[src/hdl/ebrm_pkg.sv]
// Package with types, constants and control structs of the ECG beat rate meter.
`timescale 1ns / 1ps

package ebrm_pkg;

  localparam int RING_DEPTH_DEF = 50;

  localparam int TICK_W  = 32;
  localparam int LEVEL_W = 12;
  localparam int THR_W   = 12;
  localparam int REFR_W  = 16;
  localparam int WIN_W   = 20;
  localparam int TPM_W   = 16;
  localparam int RATE_W  = 16;

  localparam int CFG_ADDR_W = 2;
  localparam int CFG_DATA_W = 20;

  localparam logic [CFG_ADDR_W-1:0] CFG_BEAT_THRESHOLD   = 2'd0;
  localparam logic [CFG_ADDR_W-1:0] CFG_REFRACTORY_TICKS = 2'd1;
  localparam logic [CFG_ADDR_W-1:0] CFG_WINDOW_TICKS     = 2'd2;
  localparam logic [CFG_ADDR_W-1:0] CFG_TICKS_PER_MINUTE = 2'd3;

  localparam logic [THR_W-1:0]  THR_RESET  = 12'd500;
  localparam logic [REFR_W-1:0] REFR_RESET = 16'd50;
  localparam logic [WIN_W-1:0]  WIN_RESET  = 20'd1000;
  localparam logic [TPM_W-1:0]  TPM_RESET  = 16'd6000;

  localparam logic [RATE_W-1:0] RATE_SAT = 16'hFFFF;

  typedef struct packed {
    logic [TICK_W-1:0]  sample_tick;
    logic [LEVEL_W-1:0] sample_level;
  } in_item_t;

  typedef struct packed {
    logic [TICK_W-1:0] beat_tick;
    logic [RATE_W-1:0] rate_bpm;
    logic              rate_valid;
  } out_item_t;

  // Commands from the controller to the datapath.
  typedef struct packed {
    logic load_in;
    logic write_pend;
    logic drop_pend;
    logic rd_oldest;
    logic purge_step;
    logic commit;
    logic span_cap;
    logic mul_load;
    logic div_start;
    logic rate_clear;
    logic out_load;
  } ebrm_cmd_t;

  // Status from the datapath to the controller.
  typedef struct packed {
    logic is_low;
    logic open;
    logic ring_empty;
    logic refr_drop;
    logic purge_hit;
    logic rate_ok;
    logic div_done;
    logic out_free;
  } ebrm_stat_t;

endpackage

[src/hdl/ecg_beat_rate_meter.sv]
// Top level of the ECG beat rate meter: controller plus datapath.
`timescale 1ns / 1ps
//
// The block takes timed ECG samples on the in_ channel (valid/ready, one
// sample per transfer) and produces one result per committed beat on the
// out_ channel: the tick of the committing sample, the rate in beats per
// minute and a flag that tells whether the rate means anything.
// The user must write the four settings through cfg_we/cfg_addr/cfg_wdata
// while the block is idle, which the block itself does not enforce; each write
// takes effect at the clock edge that carries it. A sample that does not
// commit a beat returns the controller to idle from the check state.
// A committing sample goes on through the purge walk, which reads the stored
// stamps one at a time from the stamp memory, then the commit and the rate
// computation, in which the divider retires one quotient bit a cycle.
// Samples are handled one at a time: in_ready is high only while the
// controller waits for a sample. A finished result sits in the output
// register, so the next sample is taken while the receiver stalls; only a
// second result waits until the first one has been transferred.
// Synchronous reset returns the settings to their defaults, empties the
// ring and drops any pending beat. The stamp memory needs no clearing pass.
//
module ecg_beat_rate_meter import ebrm_pkg::*; #(
  parameter int RING_DEPTH = RING_DEPTH_DEF
) (
  input  logic                  clk,
  input  logic                  rst_n,
  input  logic                  cfg_we,
  input  logic [CFG_ADDR_W-1:0] cfg_addr,
  input  logic [CFG_DATA_W-1:0] cfg_wdata,
  input  logic                  in_valid,
  output logic                  in_ready,
  input  in_item_t              in_data,
  output logic                  out_valid,
  input  logic                  out_ready,
  output out_item_t             out_data
);

  ebrm_cmd_t  cmd;
  ebrm_stat_t stat;

  // The controller walks each sample through check, purge, commit and the
  // rate computation, issuing one command set per cycle.
  ebrm_ctrl u_ctrl (
    .clk      (clk),
    .rst_n    (rst_n),
    .in_valid (in_valid),
    .in_ready (in_ready),
    .stat     (stat),
    .cmd      (cmd)
  );

  // The datapath holds the ring of beat stamps, the settings, the divider
  // and the output register.
  ebrm_dp #(
    .RING_DEPTH (RING_DEPTH)
  ) u_dp (
    .clk       (clk),
    .rst_n     (rst_n),
    .cfg_we    (cfg_we),
    .cfg_addr  (cfg_addr),
    .cfg_wdata (cfg_wdata),
    .in_data   (in_data),
    .cmd       (cmd),
    .out_ready (out_ready),
    .stat      (stat),
    .out_valid (out_valid),
    .out_data  (out_data)
  );

endmodule

[src/hdl/ebrm_div.sv]
// Restoring divider that produces one quotient bit per cycle.
`timescale 1ns / 1ps

module ebrm_div import ebrm_pkg::*; #(
  parameter int NUM_W = TPM_W + 6
) (
  input  logic              clk,
  input  logic              rst_n,
  input  logic              start,
  input  logic [NUM_W-1:0]  num,
  input  logic [TICK_W-1:0] den,
  output logic              done,
  output logic [NUM_W-1:0]  quo
);

  localparam int STEP_W = $clog2(NUM_W + 1);

  logic              busy_r, busy_nxt;
  logic              done_r, done_nxt;
  logic [STEP_W-1:0] step_r, step_nxt;
  logic [TICK_W-1:0] rem_r, rem_nxt;
  logic [NUM_W-1:0]  quo_r, quo_nxt;
  logic [TICK_W:0]   trial;
  logic [TICK_W:0]   diff;

  assign trial = {rem_r, quo_r[NUM_W-1]};
  assign diff  = trial - {1'b0, den};

  always_comb begin
    busy_nxt = busy_r;
    done_nxt = 1'b0;
    step_nxt = step_r;
    rem_nxt  = rem_r;
    quo_nxt  = quo_r;
    if (start) begin
      busy_nxt = 1'b1;
      step_nxt = STEP_W'(NUM_W);
      rem_nxt  = '0;
      quo_nxt  = num;
    end else if (busy_r) begin
      if (trial >= {1'b0, den}) begin
        rem_nxt = diff[TICK_W-1:0];
        quo_nxt = {quo_r[NUM_W-2:0], 1'b1};
      end else begin
        rem_nxt = trial[TICK_W-1:0];
        quo_nxt = {quo_r[NUM_W-2:0], 1'b0};
      end
      step_nxt = step_r - 1'b1;
      if (step_r == STEP_W'(1)) begin
        busy_nxt = 1'b0;
        done_nxt = 1'b1;
      end
    end
  end

  always_ff @(posedge clk) begin
    if (!rst_n) begin
      busy_r <= 1'b0;
      done_r <= 1'b0;
      step_r <= '0;
    end else begin
      busy_r <= busy_nxt;
      done_r <= done_nxt;
      step_r <= step_nxt;
    end
    rem_r <= rem_nxt;
    quo_r <= quo_nxt;
  end

  assign done = done_r;
  assign quo  = quo_r;

endmodule

[src/hdl/ebrm_ctrl.sv]
// Controller state machine that sequences one sample through the datapath.
`timescale 1ns / 1ps

module ebrm_ctrl import ebrm_pkg::*; (
  input  logic       clk,
  input  logic       rst_n,
  input  logic       in_valid,
  output logic       in_ready,
  input  ebrm_stat_t stat,
  output ebrm_cmd_t  cmd
);

  localparam logic [3:0] S_IDLE      = 4'd0;
  localparam logic [3:0] S_CHECK     = 4'd1;
  localparam logic [3:0] S_PURGE_RD  = 4'd2;
  localparam logic [3:0] S_PURGE_CHK = 4'd3;
  localparam logic [3:0] S_COMMIT    = 4'd4;
  localparam logic [3:0] S_SPAN_RD   = 4'd5;
  localparam logic [3:0] S_SPAN_CAP  = 4'd6;
  localparam logic [3:0] S_MUL       = 4'd7;
  localparam logic [3:0] S_DIV_GO    = 4'd8;
  localparam logic [3:0] S_DIV       = 4'd9;
  localparam logic [3:0] S_OUT       = 4'd10;

  logic [3:0] state_r, state_nxt;

  always_comb begin
    state_nxt = state_r;
    cmd       = '0;
    in_ready  = 1'b0;
    case (state_r)
      S_IDLE: begin
        in_ready = 1'b1;
        if (in_valid) begin
          cmd.load_in = 1'b1;
          state_nxt   = S_CHECK;
        end
      end
      S_CHECK: begin
        if (stat.is_low) begin
          cmd.write_pend = !stat.open;
          state_nxt      = S_IDLE;
        end else if (!stat.open) begin
          state_nxt = S_IDLE;
        end else if (!stat.ring_empty && stat.refr_drop) begin
          cmd.drop_pend = 1'b1;
          state_nxt     = S_IDLE;
        end else begin
          state_nxt = S_PURGE_RD;
        end
      end
      S_PURGE_RD: begin
        if (stat.ring_empty) begin
          state_nxt = S_COMMIT;
        end else begin
          cmd.rd_oldest = 1'b1;
          state_nxt     = S_PURGE_CHK;
        end
      end
      S_PURGE_CHK: begin
        if (stat.purge_hit) begin
          cmd.purge_step = 1'b1;
          state_nxt      = S_PURGE_RD;
        end else begin
          state_nxt = S_COMMIT;
        end
      end
      S_COMMIT: begin
        cmd.commit = 1'b1;
        state_nxt  = S_SPAN_RD;
      end
      S_SPAN_RD: begin
        cmd.rd_oldest = 1'b1;
        state_nxt     = S_SPAN_CAP;
      end
      S_SPAN_CAP: begin
        cmd.span_cap = 1'b1;
        state_nxt    = S_MUL;
      end
      S_MUL: begin
        if (stat.rate_ok) begin
          cmd.mul_load = 1'b1;
          state_nxt    = S_DIV_GO;
        end else begin
          cmd.rate_clear = 1'b1;
          state_nxt      = S_OUT;
        end
      end
      S_DIV_GO: begin
        cmd.div_start = 1'b1;
        state_nxt     = S_DIV;
      end
      S_DIV: begin
        if (stat.div_done) begin
          state_nxt = S_OUT;
        end
      end
      S_OUT: begin
        if (stat.out_free) begin
          cmd.out_load = 1'b1;
          state_nxt    = S_IDLE;
        end
      end
      default: begin
        state_nxt = S_IDLE;
      end
    endcase
  end

  always_ff @(posedge clk) begin
    if (!rst_n) begin
      state_r <= S_IDLE;
    end else begin
      state_r <= state_nxt;
    end
  end

endmodule

[src/hdl/ebrm_dp.sv]
// Datapath: configuration registers, stamp ring, pointers, rate arithmetic and output register.
`timescale 1ns / 1ps

module ebrm_dp import ebrm_pkg::*; #(
  parameter int RING_DEPTH = RING_DEPTH_DEF
) (
  input  logic                  clk,
  input  logic                  rst_n,
  input  logic                  cfg_we,
  input  logic [CFG_ADDR_W-1:0] cfg_addr,
  input  logic [CFG_DATA_W-1:0] cfg_wdata,
  input  in_item_t              in_data,
  input  ebrm_cmd_t             cmd,
  input  logic                  out_ready,
  output ebrm_stat_t            stat,
  output logic                  out_valid,
  output out_item_t             out_data
);

  localparam int PTR_W = $clog2(RING_DEPTH);
  localparam int CNT_W = PTR_W;
  localparam int NUM_W = TPM_W + CNT_W;
  localparam logic [PTR_W-1:0] LAST_IDX = PTR_W'(RING_DEPTH - 1);
  localparam logic [CNT_W-1:0] FULL_CNT = CNT_W'(RING_DEPTH - 1);

  function automatic logic [PTR_W-1:0] ptr_inc(input logic [PTR_W-1:0] p);
    ptr_inc = (p == LAST_IDX) ? '0 : p + 1'b1;
  endfunction

  // Configuration.
  logic [THR_W-1:0]  thr_r;
  logic [REFR_W-1:0] refr_r;
  logic [WIN_W-1:0]  win_r;
  logic [TPM_W-1:0]  tpm_r;

  always_ff @(posedge clk) begin
    if (!rst_n) begin
      thr_r  <= THR_RESET;
      refr_r <= REFR_RESET;
      win_r  <= WIN_RESET;
      tpm_r  <= TPM_RESET;
    end else if (cfg_we) begin
      case (cfg_addr)
        CFG_BEAT_THRESHOLD:   thr_r  <= cfg_wdata[THR_W-1:0];
        CFG_REFRACTORY_TICKS: refr_r <= cfg_wdata[REFR_W-1:0];
        CFG_WINDOW_TICKS:     win_r  <= cfg_wdata[WIN_W-1:0];
        CFG_TICKS_PER_MINUTE: tpm_r  <= cfg_wdata[TPM_W-1:0];
        default: ;
      endcase
    end
  end

  // Ring control state.
  logic [PTR_W-1:0] oldest_ptr_r, oldest_ptr_nxt;
  logic [PTR_W-1:0] pend_ptr_r, pend_ptr_nxt;
  logic [CNT_W-1:0] count_r, count_nxt;
  logic             open_r, open_nxt;
  logic             out_valid_r, out_valid_nxt;

  // Payload registers.
  logic [TICK_W-1:0]  tick_r;
  logic [LEVEL_W-1:0] level_r;
  logic [TICK_W-1:0]  pend_stamp_r;
  logic [TICK_W-1:0]  last_stamp_r;
  logic [TICK_W-1:0]  rd_data_r;
  logic [TICK_W-1:0]  span_r;
  logic [NUM_W-1:0]   num_r;
  logic [RATE_W-1:0]  rate_r;
  logic               rval_r;
  out_item_t          out_data_r;

  logic [TICK_W-1:0] ring_mem [RING_DEPTH];

  logic [TICK_W-1:0] gap;
  logic [TICK_W-1:0] age;
  logic              div_done;
  logic [NUM_W-1:0]  quo;

  always_ff @(posedge clk) begin
    if (cmd.write_pend) begin
      ring_mem[pend_ptr_r] <= tick_r;
    end
    if (cmd.rd_oldest) begin
      rd_data_r <= ring_mem[oldest_ptr_r];
    end
  end

  assign gap = pend_stamp_r - last_stamp_r;
  assign age = tick_r - rd_data_r;

  always_comb begin
    oldest_ptr_nxt = oldest_ptr_r;
    pend_ptr_nxt   = pend_ptr_r;
    count_nxt      = count_r;
    open_nxt       = open_r;
    if (cmd.write_pend) begin
      open_nxt = 1'b1;
    end
    if (cmd.drop_pend) begin
      open_nxt = 1'b0;
    end
    if (cmd.purge_step) begin
      oldest_ptr_nxt = ptr_inc(oldest_ptr_r);
      count_nxt      = count_r - 1'b1;
    end
    if (cmd.commit) begin
      pend_ptr_nxt = ptr_inc(pend_ptr_r);
      open_nxt     = 1'b0;
      if (count_r == FULL_CNT) begin
        oldest_ptr_nxt = ptr_inc(oldest_ptr_r);
      end else begin
        count_nxt = count_r + 1'b1;
      end
    end
    out_valid_nxt = out_valid_r;
    if (cmd.out_load) begin
      out_valid_nxt = 1'b1;
    end else if (out_ready) begin
      out_valid_nxt = 1'b0;
    end
  end

  always_ff @(posedge clk) begin
    if (!rst_n) begin
      oldest_ptr_r <= '0;
      pend_ptr_r   <= '0;
      count_r      <= '0;
      open_r       <= 1'b0;
      out_valid_r  <= 1'b0;
    end else begin
      oldest_ptr_r <= oldest_ptr_nxt;
      pend_ptr_r   <= pend_ptr_nxt;
      count_r      <= count_nxt;
      open_r       <= open_nxt;
      out_valid_r  <= out_valid_nxt;
    end
  end

  always_ff @(posedge clk) begin
    if (cmd.load_in) begin
      tick_r  <= in_data.sample_tick;
      level_r <= in_data.sample_level;
    end
    if (cmd.write_pend) begin
      pend_stamp_r <= tick_r;
    end
    if (cmd.commit) begin
      last_stamp_r <= pend_stamp_r;
    end
    if (cmd.span_cap) begin
      span_r <= last_stamp_r - rd_data_r;
    end
    if (cmd.mul_load) begin
      num_r <= NUM_W'(tpm_r) * NUM_W'(count_r - 1'b1);
    end
    if (cmd.rate_clear) begin
      rate_r <= '0;
      rval_r <= 1'b0;
    end else if (div_done) begin
      rate_r <= (|quo[NUM_W-1:RATE_W]) ? RATE_SAT : quo[RATE_W-1:0];
      rval_r <= 1'b1;
    end
    if (cmd.out_load) begin
      out_data_r.beat_tick  <= tick_r;
      out_data_r.rate_bpm   <= rate_r;
      out_data_r.rate_valid <= rval_r;
    end
  end

  ebrm_div #(
    .NUM_W (NUM_W)
  ) u_div (
    .clk   (clk),
    .rst_n (rst_n),
    .start (cmd.div_start),
    .num   (num_r),
    .den   (span_r),
    .done  (div_done),
    .quo   (quo)
  );

  always_comb begin
    stat.is_low     = (level_r <= thr_r);
    stat.open       = open_r;
    stat.ring_empty = (count_r == '0);
    stat.refr_drop  = (gap <= TICK_W'(refr_r));
    stat.purge_hit  = (age > TICK_W'(win_r));
    stat.rate_ok    = (count_r > CNT_W'(1)) && (span_r != '0);
    stat.div_done   = div_done;
    stat.out_free   = !out_valid_r || out_ready;
  end

  assign out_valid = out_valid_r;
  assign out_data  = out_data_r;

endmodule

[config.mk]
export PLATFORM = sky130hd
export DESIGN_NAME = ecg_beat_rate_meter
export DESIGN_NICKNAME = d
export VERILOG_FILES = /design/src/hdl/ebrm_pkg.sv /design/src/hdl/ecg_beat_rate_meter.sv /design/src/hdl/ebrm_div.sv /design/src/hdl/ebrm_ctrl.sv /design/src/hdl/ebrm_dp.sv
export SDC_FILE = /design/constraint.sdc
export NUM_CORES = 2
export LEC_CHECK = 0
export BUFFER_PORTS_ARGS = -buffer_cell sky130_fd_sc_hd__buf_2
export CAP_MARGIN = 10
export CORE_MARGIN = 1
export CORE_UTILIZATION = 45
export DETAILED_ROUTE_END_ITERATION = 10
export PLACE_DENSITY_LB_ADDON = 0.2
export SETUP_SLACK_MARGIN = 0.5
export SLEW_MARGIN = 20
export SYNTH_ARGS = -nofsm -noshare
export SYNTH_HDL_FRONTEND = slang
export SYNTH_SLANG_ARGS = --single-unit
[constraint.sdc]
create_clock -name clk -period 14.5 [get_ports clk]
set_clock_uncertainty 0.05 [all_clocks]
set_input_delay 2.9 -clock clk [delete_from_list [all_inputs] [get_ports clk]]
set_output_delay 2.9 -clock clk [all_outputs]
set_load 0.005 [all_outputs]
* Yosys cells after proc, flatten, opt, wreduce, memory -nomap -nowiden *
Memories as Yosys holds them, arrays and structs flattened. A register that Yosys moved wholly into a read port is not among the register bits.
Cells that the tools add are included.

word-level totals
  memories = 1
  output and inout port bits = 51
  bits in registers = 377
  memory bits (writable) = 1,600
  logic and storage cells = 141

memory list
  name           words  width  rd ports  clocked after memory_dff  write ports  line           source
  u_dp.ring_mem  50     32     1         1                         1            ebrm_dp.sv:72  logic [TICK_W-1:0] ring_mem [RING_DEPTH];

operators by class
  order comparisons = 5
  mux-type cells = 54
  reduce and logical (&&, ||, !) cells = 21
  equality and inequality tests = 20
  $add $sub $neg = 10
  bitwise gates (word level) = 2
  multipliers = 1

operator list
  operator             count
  $sub 32x32->32       4
  $mux 6               8
  $mux 22              2
  $pmux 4 s11          1
  $ge 33x32->1         1
  $gt 32x20->1         1
  $le 32x16->1         1
  $mux 32              1
  $reduce_bool 32->1   1
  $mux 1               28
  $mul 16x22->22       1
  $add 6x1->6 const B  3
  $eq 6x6->1 const B   3
  $eq 4x3->1 const B   4
  $mux 16              1
  $mux 4               4
  $eq 4x4->1 const B   3
  $le 12x12->1         1
  $mux 5               2
  $eq 4x2->1 const B   2
  $mux 2               4
  $reduce_and 2->1     4
  $sub 6x1->7 const B  1
  $gt 6x1->1 const B   1
  other kinds (22)     31

* Longest topological paths before layout *
  depth after elaboration = 9
  mapped depth = 28
  depth with buffers taken out = 26

* Modules after synthesis *
From an unflattened synthesis, not the netlist that was laid out.

second synthesis, totals
  cells, all modules = 5,001
  area total of the unflattened synthesis = 87,026.0 um^2

modules (own cells, without submodules)
  module     times used  sequential area each (um^2)  cells an instance  area each (um^2)
  ebrm_dp    1           57,365.0                     4,408              81,922.3
  ebrm_div   1           1,441.4                      532                4,702.0
  ebrm_ctrl  1           80.1                         61                 401.6

* Worst setup path before layout *
OpenSTA, ideal clock, no wires.

  path kind = flip-flop to flip-flop
  start = register u_dp.level_r[5]
  end = memory u_dp.ring_mem[48][0] (enable)
  buffers on the path = 0
  clock period less this slack = 7.439 ns
  arrival time = 6.928 ns
  slack = 7.061 ns
  stages on the path, launching flop included = 13
  data required time = 13.989 ns
  path through = edfxtp_1 -> ha_1 -> a21o_1 -> a21o_1 -> a21o_1 -> a21o_1 -> a21oi_1 -> nor2b_1 -> o21ai_0 -> a31oi_1 -> nor3_1 -> nand2_1 -> nor3_1

RTL lines
  item                    line            source
  start, declared         ebrm_dp.sv:62   logic [LEVEL_W-1:0] level_r;
  start signal, assigned  ebrm_dp.sv:142  level_r <= in_data.sample_level;
  end, declared           ebrm_dp.sv:72

* Final worst setup path *
  start = register u_dp.count_r[0]
  end = register u_dp.num_r[21], data pin

on the way
  word-level cells in the longest chain between the ends = 2

ends and longest elaborated chain
  item                    line            source
  start, declared         ebrm_dp.sv:56   logic [CNT_W-1:0] count_r, count_nxt;
  start signal, assigned  ebrm_dp.sv:133  count_r <= count_nxt;
  $sub 6x1->7             ebrm_dp.sv:154  num_r <= NUM_W'(tpm_r) * NUM_W'(count_r - 1'b1);
  $mul 16x22->22          ebrm_dp.sv:154
  end signal, assigned    ebrm_dp.sv:154
  end, declared           ebrm_dp.sv:67   logic [NUM_W-1:0] num_r;

No other way between the ends.
A chain may end at the register's enable or synchronous reset.

==> results.yml <==
clock_tree:
  ctsHoldBuffers: 0
  insertion_delay_ns: 0.86
  cts-root-buf: "clkbuf_16"
  numCtsBuffers: 202
  htree_levels: 4
  cts_tree: "built"
  cts.clk_slew.worst_paths_ns: 0.06
  postCtsResizedCells: 0
  cts_max_path_buffers: 3
  cts_setup_buffers: 0
  cts_sinks: 2009
floorplanning:
  dieArea_mm2: 0.1980
  placementRows: 162
  pin_count: 122
  die_width_um: 445.0
  core_mm2: 0.1950
  fp.dieH_um: 445.0
  start_util_pct: 45.29
global_routing:
  grtUsageMet3_pct: 3.285
  overflow: 0
  first_global_vias: 48070
  met1_usage_pct: 31.74
  grt_pass1_wl_um: 333800
  antenna_found_initial: 23
  grt_max_degree: 122
  grt_usage_pct: 23.41
  grtUsageMet2_pct: 38.46
  top_usage_layer: "met2"
synth:
  synth-seq-cells: 2009
  synthFlopType: "edfxtp_1"
  yosys_warnings: 0
  netlist-cell-type-count: 97
  synth_async_sr_flop_share_pct: 0
  synth_area_leaders: "edfxtp_1 (63%), mux4_2 (13%), ha_1 (3.4%)"
  synth_top_cell_by_area: "edfxtp_1"
  syn-num-nets: 5594
  syn_area_mm2: 0.08830
  syn_inst: 5152
  synth_top_area_share_pct: 63.42
  synth-edff-count: 1865
  yosysSeqAreaShare_pct: 66.69
  syn_avg_cell_area_um2: 17.14
critical_path:
  required_ns: 14.99
  r2r_end: "u_dp.num_r[21]"
  cp_common_cell: "fa_1"
  crit_slowest_cell: "fa_1"
  crit_type: "reg2reg"
  r2r_start: "u_dp.count_r[0]"
  cp-end-kind: "flop"
  crit_chain: "inv_1 > ha_1 > nand2_1 > nor3_2 > buf_4 > and2_1 > inv_1 > fa_1 > fa_1 > inv_1 > fa_1 > fa_1 > fa_1 > inv_1 > fa_1 > inv_1 > ha_1 > nor3_1 > o2111ai_1 > a31oi_1 > nor2b_1 > o21a_1 > o41ai_1 > xnor2_1"
  crit_arrival_ns: 8.05
  reg2reg_depth: 24
  r2r_slack_ns: 6.94
  max_stage_delay_ns: 0.56
  worstPathMaxFanout: 19
  crit_path_start_kind: "flop"
route:
  routed_wl_um: 230700
  drtIter0Drc: 4842
  drc: 0
  wire_per_inst_um: 28.16
  vias: 47620
  drtPass1Iterations: 7
  drtAntennaViolNets: 0
  vias_per_cell: 5.813
flow_run:
  maxCapViolations: 0
placement:
  dp_cells: 7810
  place_area_mm2: 0.09278
  hpwlAfterDp_um: 138500
  gp_congestion: 0.9008
  port_buffers: 121
  dpl_worst_slack_ns: 6.983
sta:
  fin_crit_ns: 7.556
  setup_violations: 0
  worst_slack_ns: 6.944
  finalMaxSlewViolations: 0
  clock.fmax_mhz: 132.3
  tightest_slew_ns: 1.134
  holdWs_ns: 0.3769
  max_slew_margin_pct: 24.27
  timing.final.crit_share_pct: 52.11
  grt_setup_unrepaired: "no"
  finalSetupTns_ns: 0
  hold_viol_final: 0
layout:
  layout-drive-gt1-share_pct: 21.35
  area_delta_synth_final_pct: 12.63
  final_common_cell: "edfxtp_1"
  fin_nets: 5832
  final_cell_mix: "edfxtp_1 (1865), mux4_2 (512), inv_1 (360)"
  layout.cells.non_filler: 8192
  fin_util_pct: 51.01
  final_area_mm2: 0.09946
  fillers: 15920
power:
  p_total_mw: 17.35
  cellPowerDensity_mw_per_mm2: 174.5
  leakagePower_nw: 33.19
  max-vdd-ir-drop_uv: 649.9
hold_path:
  whs_path_depth: 0
  min_from: "u_dp.pend_stamp_r[14]"
  hold_class: "reg2reg"
  hold_end: "u_dp.last_stamp_r[14]"
status:
  outcome: "complete, no violations"
[synth_stat cells, types with 6 or more instances]
cell         n
dfxtp_1    144
nand2b_1    27
fa_1       134
o21ai_1      6
ha_1       237
and3_1      19
o21a_1      31
nor3_1      50
o31a_1       7
a211oi_1    16
a21o_1      60
inv_1      362
or3_1       22
nor3b_1      7
clkbuf_1   148
nor4b_1      6
o211ai_1    25
or2_2        7
a21oi_1    215
o31ai_1      8
nand2_1    327
xor2_1      35
nand3b_1     7
mux2_2      34
nor4_1      17
mux4_2     512
nor2_1     165
nand4_1     28
buf_1       50
o21bai_1    18
nor2b_1     45
mux2i_1     30
o22ai_1     22
nand3_1     58
and2_1      45
edfxtp_1  1865
xnor2_1    103
and4_1       7
a31oi_1     26
o21ai_0    100
[flip-flops by register name (all words and copies together), names as in the netlist, 12 cells and up]
signal,cells
u_dp.num_r,22
u_dp.ring_mem,1600
u_dp.rate_r,16
u_dp.refr_r,16
u_dp.thr_r,12
u_dp.span_r,32
u_dp.out_data,49
u_dp.win_r,20
u_dp.tpm_r,16
u_dp.rd_data_r,32
u_dp.u_div.rem_r,32
u_dp.u_div.quo,22
u_dp.level_r,12
u_dp.tick_r,32
u_dp.last_stamp_r,32
u_dp.pend_stamp_r,32
[worst max-delay path: cells and delay by family (launching register included)]
| family | cells | cell delay [ns] |
|---|---|---|
| adders and majority gates | 8 | 3.49 |
| and+or+nand+nor | 5 | 1.09 |
| buffers and inverters | 6 | 1.05 |
| AOI/OAI and AO/OA | 4 | 0.98 |
| DFF | 1 | 0.54 |
| xor gates and xnor gates | 1 | 0.10 |
[routing by layer]
metal,share of wire (%),up-vias
met5,0.016,-
met2,49,1519
li1,-,20620
met1,42,25140
met4,4.0,6
met3,5.8,335
[layout make-up]
cell class                 instances  area, um2  share of cell area (%)
sequential                      2009      58900                   59.23
multi-input combinational       2572      27670                   27.82
clock buffer                     248       5280                   5.309
tap                             2624       3283                   3.301
timing repair buffer             241       1556                   1.565
clock inverter                   125       1371                   1.379
inverter                         364       1366                   1.374
antenna                            9      22.52                 0.02264
[worst max path at each step]
stage          slack (ns)            start                   end
6_report             6.94  u_dp.count_r[0]        u_dp.num_r[21]
3_3_place_gp         7.13  u_dp.count_r[0]        u_dp.num_r[21]
3_5_place_dp         6.98  u_dp.count_r[0]        u_dp.num_r[21]
5_1_grt              6.31  u_dp.count_r[0]        u_dp.num_r[21]
2_1_floorplan        7.06  u_dp.level_r[5]  u_dp.ring_mem[48][0]
4_1_cts              6.95  u_dp.count_r[0]        u_dp.num_r[21]
[where the power goes]
part / internal (mW) / switching [mW] / total [mW]
registers: 6.73 / 0.0448 / 6.77
clock network: 3.01 / 2.25 / 5.26
logic: 2.30 / 3.02 / 5.32
[logic make-up (layout without fill, tap and decap cells)]
family,count (synthesis),count (layout),synth area share [%]
adders and majority gates,371,371,6.396
and+or+nand+nor,864,864,4.718
DFF,2009,2009,66.69
other,0,9,0
AOI/OAI and AO/OA,622,622,4.524
buffers and inverters,571,978,2.463
muxes,577,577,13.84
xor gates and xnor gates,138,138,1.369
(Power assumes the default switching activity.)
